--- config.mk ---
export PLATFORM = sky130hd
export DESIGN_NAME = reversible_deque
export DESIGN_NICKNAME = d
export VERILOG_FILES = /design/src/hdl/rdq_pkg.sv /design/src/hdl/rdq_mem.sv /design/src/hdl/rdq_ctrl.sv /design/src/hdl/reversible_deque.sv
export SDC_FILE = /design/constraint.sdc
export NUM_CORES = 1
export LEC_CHECK = 0
export BUFFER_PORTS_ARGS = -buffer_cell sky130_fd_sc_hd__buf_2
export CORE_MARGIN = 1
export CORE_UTILIZATION = 37
export DETAILED_ROUTE_END_ITERATION = 10
export PLACE_DENSITY_LB_ADDON = 0.05
export SETUP_SLACK_MARGIN = 0.4
export SKIP_LAST_GASP = 1
export SLEW_MARGIN = 20
export SYNTH_ARGS = -nofsm -noshare
export SYNTH_HDL_FRONTEND = slang
export SYNTH_SLANG_ARGS = --single-unit
--- constraint.sdc ---
create_clock -name clk -period 5.2 [get_ports clk]
set_input_delay 1.04 -clock clk [delete_from_list [all_inputs] [get_ports clk]]
set_output_delay 1.04 -clock clk [all_outputs]
set_load 0.03 [all_outputs]
--- src/hdl/rdq_pkg.sv ---
// shared constants and types for the reversible deque
// no dependencies
`default_nettype none

package rdq_pkg;

    localparam int DEPTH_DEFAULT = 16;
    localparam int WORD_W        = 32;
    localparam int OP_W          = 3;
    localparam int STATUS_W      = 2;
    localparam int OUT_TDATA_W   = 72;

    localparam logic [OP_W-1:0] OP_PUSH_BACK  = 3'd0;
    localparam logic [OP_W-1:0] OP_PUSH_FRONT = 3'd1;
    localparam logic [OP_W-1:0] OP_POP_BACK   = 3'd2;
    localparam logic [OP_W-1:0] OP_POP_FRONT  = 3'd3;
    localparam logic [OP_W-1:0] OP_REVERSE    = 3'd4;
    localparam logic [OP_W-1:0] OP_PEEK       = 3'd5;

    localparam logic [STATUS_W-1:0] ST_OK        = 2'd0;
    localparam logic [STATUS_W-1:0] ST_POP_EMPTY = 2'd1;
    localparam logic [STATUS_W-1:0] ST_PUSH_FULL = 2'd2;

    typedef struct packed {
        logic [STATUS_W-1:0] status;
        logic                rev;
        logic                empty;
        logic                full;
    } rdq_info_t;

endpackage

`default_nettype wire

--- src/hdl/rdq_mem.sv ---
// entry storage: one write port, two registered read ports
// depends on rdq_pkg
`default_nettype none

module rdq_mem #(
    parameter int DEPTH = rdq_pkg::DEPTH_DEFAULT,
    parameter int AW    = $clog2(DEPTH)
) (
    input  wire logic                       clk,
    input  wire logic                       wr_en,
    input  wire logic [AW-1:0]              wr_addr,
    input  wire logic [rdq_pkg::WORD_W-1:0] wr_data,
    input  wire logic                       rd_en,
    input  wire logic [AW-1:0]              rd_addr_a,
    input  wire logic [AW-1:0]              rd_addr_b,
    output logic      [rdq_pkg::WORD_W-1:0] rd_data_a,
    output logic      [rdq_pkg::WORD_W-1:0] rd_data_b
);
    import rdq_pkg::*;

    logic [WORD_W-1:0] mem [DEPTH];

    always_ff @(posedge clk)
    begin
        if (wr_en)
        begin
            mem[wr_addr] <= wr_data;
        end
    end

    always_ff @(posedge clk)
    begin
        if (rd_en)
        begin
            rd_data_a <= mem[rd_addr_a];
            rd_data_b <= mem[rd_addr_b];
        end
    end

endmodule

`default_nettype wire

--- src/hdl/rdq_ctrl.sv ---
// ring pointers, occupancy and reverse flag; decodes each item into
// a memory write and the read addresses of both ends. depends on rdq_pkg
`default_nettype none

module rdq_ctrl #(
    parameter int DEPTH = rdq_pkg::DEPTH_DEFAULT,
    parameter int AW    = $clog2(DEPTH)
) (
    input  wire logic                        clk,
    input  wire logic                        rst_n,
    input  wire logic                        accept,
    input  wire logic [rdq_pkg::OP_W-1:0]    opcode,
    output logic                             wr_en,
    output logic      [AW-1:0]               wr_addr,
    output logic      [AW-1:0]               start_addr,
    output logic      [AW-1:0]               end_addr,
    output rdq_pkg::rdq_info_t               info
);
    import rdq_pkg::*;

    localparam int CW = $clog2(DEPTH + 1);
    localparam int SW = CW + 1;
    localparam logic [AW-1:0] LAST_SLOT = AW'(DEPTH - 1);
    localparam logic [CW-1:0] FULL_CNT  = CW'(DEPTH);
    localparam logic [SW-1:0] DEPTH_S   = SW'(DEPTH);

    logic [AW-1:0] first_reg, first_next;
    logic [CW-1:0] occ_reg, occ_next;
    logic          rev_reg, rev_next;

    logic [SW-1:0] old_sum, new_sum;
    logic [AW-1:0] old_tail, new_tail;
    logic [AW-1:0] first_dec, first_inc;
    logic          full_now, empty_now;
    logic [STATUS_W-1:0] status;

    always_comb
    begin
        old_sum  = SW'(first_reg) + SW'(occ_reg);
        old_tail = (old_sum >= DEPTH_S) ? AW'(old_sum - DEPTH_S) : AW'(old_sum);
        first_dec = (first_reg == '0) ? LAST_SLOT : first_reg - AW'(1);
        first_inc = (first_reg == LAST_SLOT) ? '0 : first_reg + AW'(1);
        full_now  = (occ_reg == FULL_CNT);
        empty_now = (occ_reg == '0);

        first_next = first_reg;
        occ_next   = occ_reg;
        rev_next   = rev_reg;
        wr_en      = 1'b0;
        wr_addr    = old_tail;
        status     = ST_OK;

        unique case (opcode) inside
            OP_PUSH_BACK, OP_PUSH_FRONT:
            begin
                if (full_now)
                begin
                    status = ST_PUSH_FULL;
                end
                else
                begin
                    wr_en    = 1'b1;
                    occ_next = occ_reg + CW'(1);
                    if ((opcode == OP_PUSH_BACK) != rev_reg)
                    begin
                        wr_addr = old_tail;
                    end
                    else
                    begin
                        wr_addr    = first_dec;
                        first_next = first_dec;
                    end
                end
            end
            OP_POP_BACK, OP_POP_FRONT:
            begin
                if (empty_now)
                begin
                    status = ST_POP_EMPTY;
                end
                else
                begin
                    occ_next = occ_reg - CW'(1);
                    if ((opcode == OP_POP_FRONT) != rev_reg)
                    begin
                        first_next = first_inc;
                    end
                end
            end
            OP_REVERSE:
            begin
                rev_next = ~rev_reg;
            end
            default:
            begin
            end
        endcase

        // end slot of the ring after the operation
        new_sum  = SW'(first_next) + SW'(occ_next);
        new_tail = (new_sum >= DEPTH_S) ? AW'(new_sum - DEPTH_S) : AW'(new_sum);
        end_addr   = (new_tail == '0) ? LAST_SLOT : new_tail - AW'(1);
        start_addr = first_next;

        info.status = status;
        info.rev    = rev_next;
        info.empty  = (occ_next == '0);
        info.full   = (occ_next == FULL_CNT);
    end

    always_ff @(posedge clk or negedge rst_n)
    begin
        if (!rst_n)
        begin
            first_reg <= '0;
            occ_reg   <= '0;
            rev_reg   <= 1'b0;
        end
        else if (accept)
        begin
            first_reg <= first_next;
            occ_reg   <= occ_next;
            rev_reg   <= rev_next;
        end
    end

endmodule

`default_nettype wire

--- src/hdl/reversible_deque.sv ---
// reversible deque top level: stream handshake, read stage and output register
// depends on rdq_pkg, rdq_ctrl, rdq_mem
//
// usage
//   each input item carries an opcode in s_axis_tuser and a word in s_axis_tdata:
//   push back, push front, pop back, pop front, reverse or peek
//   each input item gives exactly one output item on the m_axis channel with the
//   front and back words after the operation (-1 when empty), the empty and full
//   flags and a status code (ok, pop on empty ignored, push on full dropped)
//   the accepting edge updates the pointers, writes the ring and reads both ends into
//   the read stage; the output register loads from the read stage when it advances
//   throughput: one item per cycle while the output is not stalled; the memory writes
//   at one port and reads both ends of the ring at two ports for each accepted item,
//   with a same-cycle write forwarded to the read stage
//   reset: queue empty, reverse flag clear, no item in flight; stored words
//   need no clearing since only occupied slots are ever shown at the output
//   stall: while m_axis_tready is low the output item holds, the read stage
//   holds one more item, and s_axis_tready drops once both are occupied
`default_nettype none

module reversible_deque #(
    parameter int DEPTH = rdq_pkg::DEPTH_DEFAULT
) (
    input  wire logic                            clk,
    input  wire logic                            rst_n,
    input  wire logic                            s_axis_tvalid,
    output logic                                 s_axis_tready,
    // value
    input  wire logic [rdq_pkg::WORD_W-1:0]      s_axis_tdata,
    // opcode
    input  wire logic [rdq_pkg::OP_W-1:0]        s_axis_tuser,
    output logic                                 m_axis_tvalid,
    input  wire logic                            m_axis_tready,
    // front_value, back_value, is_empty, is_full, status, zero pad
    output logic      [rdq_pkg::OUT_TDATA_W-1:0] m_axis_tdata
);
    import rdq_pkg::*;

    localparam int AW = $clog2(DEPTH);

    logic          accept;
    logic          wr_en;
    logic [AW-1:0] wr_addr, start_addr, end_addr;
    rdq_info_t     info;
    logic [WORD_W-1:0] rd_start, rd_end;

    logic              s1_valid_reg;
    rdq_info_t         s1_info_reg;
    logic              s1_fwd_start_reg, s1_fwd_end_reg;
    logic [WORD_W-1:0] s1_word_reg;
    logic              s1_advance;

    logic                   out_valid_reg;
    logic [OUT_TDATA_W-1:0] out_data_reg;

    logic [WORD_W-1:0] start_word, end_word, front_word, back_word;

    assign s1_advance    = !out_valid_reg || m_axis_tready;
    assign s_axis_tready = !s1_valid_reg || s1_advance;
    assign accept        = s_axis_tvalid && s_axis_tready;

    rdq_ctrl #(
        .DEPTH (DEPTH),
        .AW    (AW)
    ) u_ctrl (
        .clk        (clk),
        .rst_n      (rst_n),
        .accept     (accept),
        .opcode     (s_axis_tuser),
        .wr_en      (wr_en),
        .wr_addr    (wr_addr),
        .start_addr (start_addr),
        .end_addr   (end_addr),
        .info       (info)
    );

    rdq_mem #(
        .DEPTH (DEPTH),
        .AW    (AW)
    ) u_mem (
        .clk       (clk),
        .wr_en     (wr_en && accept),
        .wr_addr   (wr_addr),
        .wr_data   (s_axis_tdata),
        .rd_en     (accept),
        .rd_addr_a (start_addr),
        .rd_addr_b (end_addr),
        .rd_data_a (rd_start),
        .rd_data_b (rd_end)
    );

    // read stage
    always_ff @(posedge clk or negedge rst_n)
    begin
        if (!rst_n)
        begin
            s1_valid_reg <= 1'b0;
        end
        else if (s_axis_tready)
        begin
            s1_valid_reg <= s_axis_tvalid;
        end
    end

    always_ff @(posedge clk)
    begin
        if (accept)
        begin
            s1_info_reg      <= info;
            s1_word_reg      <= s_axis_tdata;
            s1_fwd_start_reg <= wr_en && (wr_addr == start_addr);
            s1_fwd_end_reg   <= wr_en && (wr_addr == end_addr);
        end
    end

    always_comb
    begin
        start_word = s1_fwd_start_reg ? s1_word_reg : rd_start;
        end_word   = s1_fwd_end_reg ? s1_word_reg : rd_end;
        if (s1_info_reg.empty)
        begin
            front_word = '1;
            back_word  = '1;
        end
        else if (s1_info_reg.rev)
        begin
            front_word = end_word;
            back_word  = start_word;
        end
        else
        begin
            front_word = start_word;
            back_word  = end_word;
        end
    end

    // output register
    always_ff @(posedge clk or negedge rst_n)
    begin
        if (!rst_n)
        begin
            out_valid_reg <= 1'b0;
        end
        else if (s1_advance)
        begin
            out_valid_reg <= s1_valid_reg;
        end
    end

    always_ff @(posedge clk)
    begin
        if (s1_advance && s1_valid_reg)
        begin
            out_data_reg <= {4'b0000, s1_info_reg.status, s1_info_reg.full,
                             s1_info_reg.empty, back_word, front_word};
        end
    end

    assign m_axis_tvalid = out_valid_reg;
    assign m_axis_tdata  = out_data_reg;

endmodule

`default_nettype wire

======== Word-level counts from Yosys, hierarchy flattened ========
Memory sizes are Yosys's and may differ from the RTL's. A register that Yosys moved wholly into a read port is not among the register bits.
Cells that the tools add are included.
Widths: inputs -> output; s select.
cells by class
  add/subtract/negate cells ............... 9
  magnitude comparators ................... 2
  equality and inequality tests ........... 11
  multiplexer cells ....................... 28
  bitwise operators ....................... 1
  reduce and logical (&&, ||, !) cells .... 16
operators with widths
  cell                 count
  $mux 32              4
  $mux 4               12
  $sub 4x1->4 const B  4
  $add 4x5->6          2
  $ge 6x5->1 const B   2
  $eq 5x5->1 const B   2
  $logic_not 5->1      2
  $mux 5               2
  $pmux 5 s2           1
  $eq 4x4->1           2
  $logic_not 4->1      2
  $pmux 4 s2           1
  $eq 3x2->1 const B   2
  $mux 1               6
  $add 5x1->5 const B  1
  $logic_and 1x1->1    5
  $sub 5x1->5 const B  1
  $add 4x1->4 const B  1
  $eq 4x4->1 const B   1
  $pmux 2 s2           1
  $reduce_or 2->1      2
  $eq 3x1->1 const B   1
  $eq 3x3->1 const B   1
  $logic_not 3->1      1
  other kinds (5)      8
word-level totals
  register bits after elaboration ......... 119
  memory bits (writable) .................. 512
  input bits .............................. 39
  word-level logic and storage cells ...... 82
  memories kept ........................... 1
memories
  name       words  width  rd ports  clocked after memory_dff  write ports  RTL line       RTL
  u_mem.mem  16     32     2         2                         1            rdq_mem.sv:21  logic [WORD_W-1:0] mem [DEPTH];

======== Logic depth before layout (Yosys ltp) ========
  depth after elaboration ................. 12
  gate-level depth with buffers ........... 23
  mapped depth without buffers ............ 15

======== By module ========
A second synthesis with hierarchy kept.
second synthesis, totals
  cells, all modules ...................... 1666
  area total of the unflattened synthesis .. 31579.0 µm²
by module, submodules not included
  module            instances  cells each  area each (µm²)  sequential area each (µm²)
  rdq_mem           1          1141        24828.8          17296.6
  reversible_deque  1          347         5308.8           3263.1
  rdq_ctrl          1          178         1441.4           250.2

======== Worst setup path after synthesis ========
No wires, ideal clock.
  kind .................................... input to register
  start ................................... input m_axis_tready
  end ..................................... memory u_mem.mem[2][0], enable pin
  arrival ................................. 5.632 ns
  data required time ...................... 4.779 ns
  setup slack ............................. -0.853 ns
  cell stages on the path ................. 5
  buffers on the path ..................... 0
  cell sequence ........................... nand3b_1 -> nand2_1 -> inv_1 -> nand4_1 -> nor2_1
between the ends
  cells in the longest elaborated chain, start to end .. 6
RTL lines
  element                       RTL line                RTL
  start: declaration            reversible_deque.sv:33  input wire logic m_axis_tready,
  $logic_or 1x1->1              reversible_deque.sv:58  assign s1_advance = !out_valid_reg || m_axis_tready;
  $logic_or 1x1->1              reversible_deque.sv:59  assign s_axis_tready = !s1_valid_reg || s1_advance;
  $logic_and 1x1->1             reversible_deque.sv:60  assign accept = s_axis_tvalid && s_axis_tready;
  via accept                    reversible_deque.sv:41  logic accept;
  $logic_and 1x1->1             reversible_deque.sv:82  .wr_en (wr_en && accept),
  $mux 1                        rdq_mem.sv:25           if (wr_en)
  $mux 1 (not written as such)  rdq_mem.sv:27           mem[wr_addr] <= wr_data;
  end: declaration              rdq_mem.sv:21
The timed path passes the listed nets, and every way through them passes these cells.

======== Worst setup path in the final report ========
  start ................................... register u_ctrl.occ_reg[1]
  end ..................................... register u_mem.rd_data_b[8] (netlist name) (read register of u_mem.mem), data pin
between the ends
  cells in the longest elaborated chain, start to end .. 8
  elaborated cells between the ends (all ways) .. 17
RTL lines
  element                                                RTL line         RTL
  start: declaration                                     rdq_ctrl.sv:28   logic [CW-1:0] occ_reg, occ_next;
  start signal: assignment                               rdq_ctrl.sv:122  occ_reg <= occ_next;
  $sub 5x1->5, or another cell as far along              rdq_ctrl.sv:83   occ_next = occ_reg - CW'(1);
  $mux 5, or another cell as far along                   rdq_ctrl.sv:77   if (empty_now)
  $pmux 5 s2 / $pmux 4 s2 (equally long branches)        rdq_ctrl.sv:53   unique case (opcode) inside
  $add 4x5->6 *                                          rdq_ctrl.sv:100  new_sum = SW'(first_next) + SW'(occ_next);
  $ge 6x5->1 / $sub 4x1->4 (equally long branches)       rdq_ctrl.sv:101  new_tail = (new_sum >= DEPTH_S) ? AW'(new_sum - DEPTH_S) : AW'(new_sum);
  $mux 4 *                                               rdq_ctrl.sv:101
  $sub 4x1->4 / $logic_not 4->1 (equally long branches)  rdq_ctrl.sv:102  end_addr = (new_tail == '0) ? LAST_SLOT : new_tail - AW'(1);
  $mux 4 *                                               rdq_ctrl.sv:102
  end: declaration                                       rdq_mem.sv:17    output logic [rdq_pkg::WORD_W-1:0] rd_data_b
Mark *: on every way between the ends. The rest lies on a longest branch, timed or not.
A chain may end at the register's enable or synchronous reset.

==> results.env <==
MAPPEDNETLISTAREA_SQ_UM=33100
FINAL-MAX-SLEW-VIOLATION-COUNT=0
CLK_LATENCY_WORST_SKEW_PAIR_NS=0.65
FINALSETUPVIOLATIONS=0
NETLIST.TOP_CELL.BY_AREA='sky130_fd_sc_hd__edfxtp_1'
SYNTH_SEQ_CELLS=695
FAILED_CHECKS='design-rule violations'
HPWL_AFTER_DETAILED_PLACEMENT_MM=54.1
CLOCK-SKEW-FINAL_NS=0.0253
POST_SYNTH_MAIN_AREA_CONTRIBUTORS='sky130_fd_sc_hd__edfxtp_1 (62%), sky130_fd_sc_hd__mux4_2 (8.8%), sky130_fd_sc_hd__mux2i_1 (7.8%), sky130_fd_sc_hd__a2111oi_0 (3.4%), sky130_fd_sc_hd__a211oi_1 (3.0%)'
CORE_REGION_SQ_UM=88500
WL_MM=101
CLK_PATH_BUF_DEPTH=3
GRT_PASS1_WL_MM=148
DRT_DRC_VIOLATIONS_LEFT=40
CAP_VIOL_MAX_COUNT=0
FINALHOLDVIOLATIONS=0
SETUP.WORST_PATH.START='u_ctrl.occ_reg[1]$_DFFE_PN0P_'
REG2REG_DEPTH=17
NETLIST_TOP_CELLS_COUNT='sky130_fd_sc_hd__edfxtp_1 (683), sky130_fd_sc_hd__mux2i_1 (259), sky130_fd_sc_hd__clkbuf_1 (134)'
CRIT_PATH_CELL_TRACE='inv_1 -> ha_1 -> nand4bb_2 -> nand3_2 -> o2bb2ai_1 -> a21oi_4 -> clkinv_2 -> ha_4 -> fa_1 -> inv_1 -> ha_4 -> buf_12 -> buf_12 -> mux4_2 -> nand2_1 -> a22o_1 -> nand3_1'
TIMING.RR.END='u_mem.rd_data_b[8]$_DFFE_PP_'
CRITICAL_PATH_CLASS='flip-flop to flip-flop'
DRTPASS1ITERATIONS=8
RRSETUPSLACK_NS=0.68
POST-SYNTH-TOP-AREA-FRACTION_PCT=62.0
SYNTH_MOST_COMMON_CELL='sky130_fd_sc_hd__edfxtp_1'
POST_CTS_RESIZED=0
WORST_SLEW_PIN_SLEW_NS=0.911
POST_ROUTE_CELLS_DRIVE_ABOVE_1_SHARE_PCT=22.9
DR_TOTAL_VIAS=20600
WORST_RELATIVE_SLEW_SLACK_PCT=39.3
DIE_H_UM=301
LARGEST_REG_FLOPS=512
FMAX_GHz=0.221
GR-TOTAL-OVERFLOW=0
FILL_CELLS=7901
CTS_SETUP_BUFFERS=0
CLKSLEWWORSTSETUPHOLDPATHS_NS=0.06
CLOCK_TREE.ROOT_CELL='sky130_fd_sc_hd__clkbuf_16'
SYNTH_ENABLE_FLOP_CELLS=683
CRITPATHLAUNCHTYPE='flip-flop'
DIE-AREA_SQ_UM=90600
GRT_ANTENNA_BEFORE_REPAIR=4
ASYNCSETRESETFLOPFRACSYNTH_PCT=1.73
SYNTH.AVG_CELL_AREA_SQ_UM=15.3
HOLD_PATH.CLASS='primary input to async pin'
HTREEDEPTH=3
STATUS='finished with violations'
AREA.GROWTH.SYNTH_TO_FINAL_PCT=15.1
ARRIVAL_NS=4.89
YOSYSSEQAREASHARE_PCT=62.9
GRT_MAX_DEGREE=138
NUM-NETS-FINAL=2274
SYNTH_CELL_TYPES=60
YOSYSWARNINGS=0
CTS-HOLD-FIX-BUFFERS=0
ROUTEDWLPERCELL_UM=29.3
IOS=113
SYN-INSTANCE-COUNT=2159
CTS_BUFFERS=80
CTS.SINKS=695
GRT_USE_TOTAL_PCT=22.4
PLACE.GP.CONGESTION=0.812
ENDPOINT='u_mem.rd_data_b[8]$_DFFE_PP_'
CTS_TREE='yes'
RSZ0062_AT_GRT='false'
REG2REG_FROM='u_ctrl.occ_reg[1]$_DFFE_PN0P_'
SLOWEST_DELAY_NS=0.56
GRT_PASS1_VIAS=21200
IO_BUFFERS=108
AVGVIACOUNTPERCELL=5.96
DRT.ANTENNA.VIOLATING_NETS=0
INITIAL_STANDARD_CELL_UTILIZATION_OF_THE_CORE_PCT=37.4
DRTITER0DRC=1627
DIE-WIDTH_UM=301
POST-ROUTE-PERIOD-UTIL_PCT=86.9
FINALSETUPTNS_NS=0
WORST_EP_REQUIRED_TIME_NS=5.58
CRITPATHCAPTURETYPE='flip-flop'
CRIT_PATH_MAX_FANOUT=24
FINALCRITICALPERIOD_NS=4.52
SLOWEST_STAGE='sky130_fd_sc_hd__fa_1'
SYNTHFLOPTYPE='sky130_fd_sc_hd__edfxtp_1'
LARGEST-REGISTER='u_mem.mem'
PLACEMENTROWS=109
## cells by family (layout without fill, tap and decap cells)
group	Yosys count	in the layout	synth area share [%]
flops	695	695	62.9
simple gates	481	481	8.26
mux	389	389	16.7
compound gates	337	337	8.14
buf+inv	216	339	2.72
xor+xnor	26	26	0.734
fa+ha+maj	14	14	0.575
other cells	1	8	0.0113
## worst min-delay path by stage
| stage | to | slack, ns | depth (start not counted) |
|---|---|---|---|
| after CTS | u_ctrl.first_reg[1]$_DFFE_PN0P_ | 0.28 | 1 |
| final | u_ctrl.first_reg[1]$_DFFE_PN0P_ | 0.31 | 1 |
| after global routing | u_ctrl.first_reg[1]$_DFFE_PN0P_ | 0.31 | 1 |
| after detailed placement | m_axis_tdata[66]$_DFFE_PP_ | 0.41 | 0 |
| after global placement | m_axis_tdata[65]$_DFFE_PP_ | 0.41 | 0 |
| after floorplan | m_axis_tdata[65]$_DFFE_PP_ | 0.40 | 0 |
## cell type report
cell class | count | area, sq um | area share, %
clock inverters | 51 | 483 | 1.27
flip-flops and latches | 695 | 20800 | 54.7
inverters | 16 | 65.1 | 0.171
diodes | 4 | 10.0 | 0.0263
well taps | 1165 | 1460 | 3.83
repair buffers | 177 | 1500 | 3.93
multi-input cells | 1251 | 11600 | 30.5
clock buffers | 95 | 2130 | 5.60
## critical path, delay by kind of cell (launching register included)
kind / cells / cell delay [ns]
adder cells (fa/ha/maj): 4 / 1.46
buffers and inverters: 5 / 0.86
AND/OR/NAND/NOR: 4 / 0.67
flip-flops: 1 / 0.51
AO/OA/AOI/OAI: 3 / 0.43
multiplexers: 1 / 0.29
## through the flow
| stage | hold WS, ns | setup WS (ns) | instance area, sq um | instances | util, % |
|---|---|---|---|---|---|
| after floorplan | 0.400 | 0.293 | 33100 | 2162 | - |
| after global placement | 0.405 | 0.468 | 35400 | 3304 | 40.0 |
| after global routing | 0.313 | 0.439 | 38100 | 3452 | 43.0 |
| final | 0.312 | 0.681 | 38100 | 3454 | 43.0 |
| after detailed placement | 0.406 | 0.329 | 35400 | 3304 | 40.0 |
| after CTS | 0.284 | 0.560 | 38100 | 3450 | 43.0 |
## metal layers
layer | vias up | track usage, % | wire length, um
li1 | 8923 | - | -
met4 | 0 | 6.77 | 2060
met3 | 145 | 3.34 | 5260
met5 | - | 0 | 0
met2 | 650 | 36.6 | 48500
met1 | 10900 | 30.9 | 45400
## layout by cell type, fill, tap and decap left out, types with 11 or more instances in the layout
cell type                   instances
sky130_fd_sc_hd__clkbuf_16         83
sky130_fd_sc_hd__a22o_1            31
sky130_fd_sc_hd__a211oi_1         130
sky130_fd_sc_hd__dfrtp_1           12
sky130_fd_sc_hd__clkinv_2          16
sky130_fd_sc_hd__nand3_1           37
sky130_fd_sc_hd__nand2_1           89
sky130_fd_sc_hd__a2111oi_0        128
sky130_fd_sc_hd__xnor2_1           15
sky130_fd_sc_hd__nor2_1            12
sky130_fd_sc_hd__clkinv_1          22
sky130_fd_sc_hd__nor2_4            17
sky130_fd_sc_hd__nand4_1           64
sky130_fd_sc_hd__edfxtp_1         683
sky130_fd_sc_hd__mux2i_1          259
sky130_fd_sc_hd__and2_1            51
sky130_fd_sc_hd__inv_1             12
sky130_fd_sc_hd__buf_4             34
sky130_fd_sc_hd__mux4_2           129
sky130_fd_sc_hd__and2_0            78
sky130_fd_sc_hd__or2_2             66
sky130_fd_sc_hd__buf_2            108
sky130_fd_sc_hd__a21oi_1           11
sky130_fd_sc_hd__buf_12            35
sky130_fd_sc_hd__or4_1             32
sky130_fd_sc_hd__clkbuf_1          11
Power is left out: the tool's default activity adds up to more than one toggle a clock period on the data nets, which glitch-free logic cannot reach.
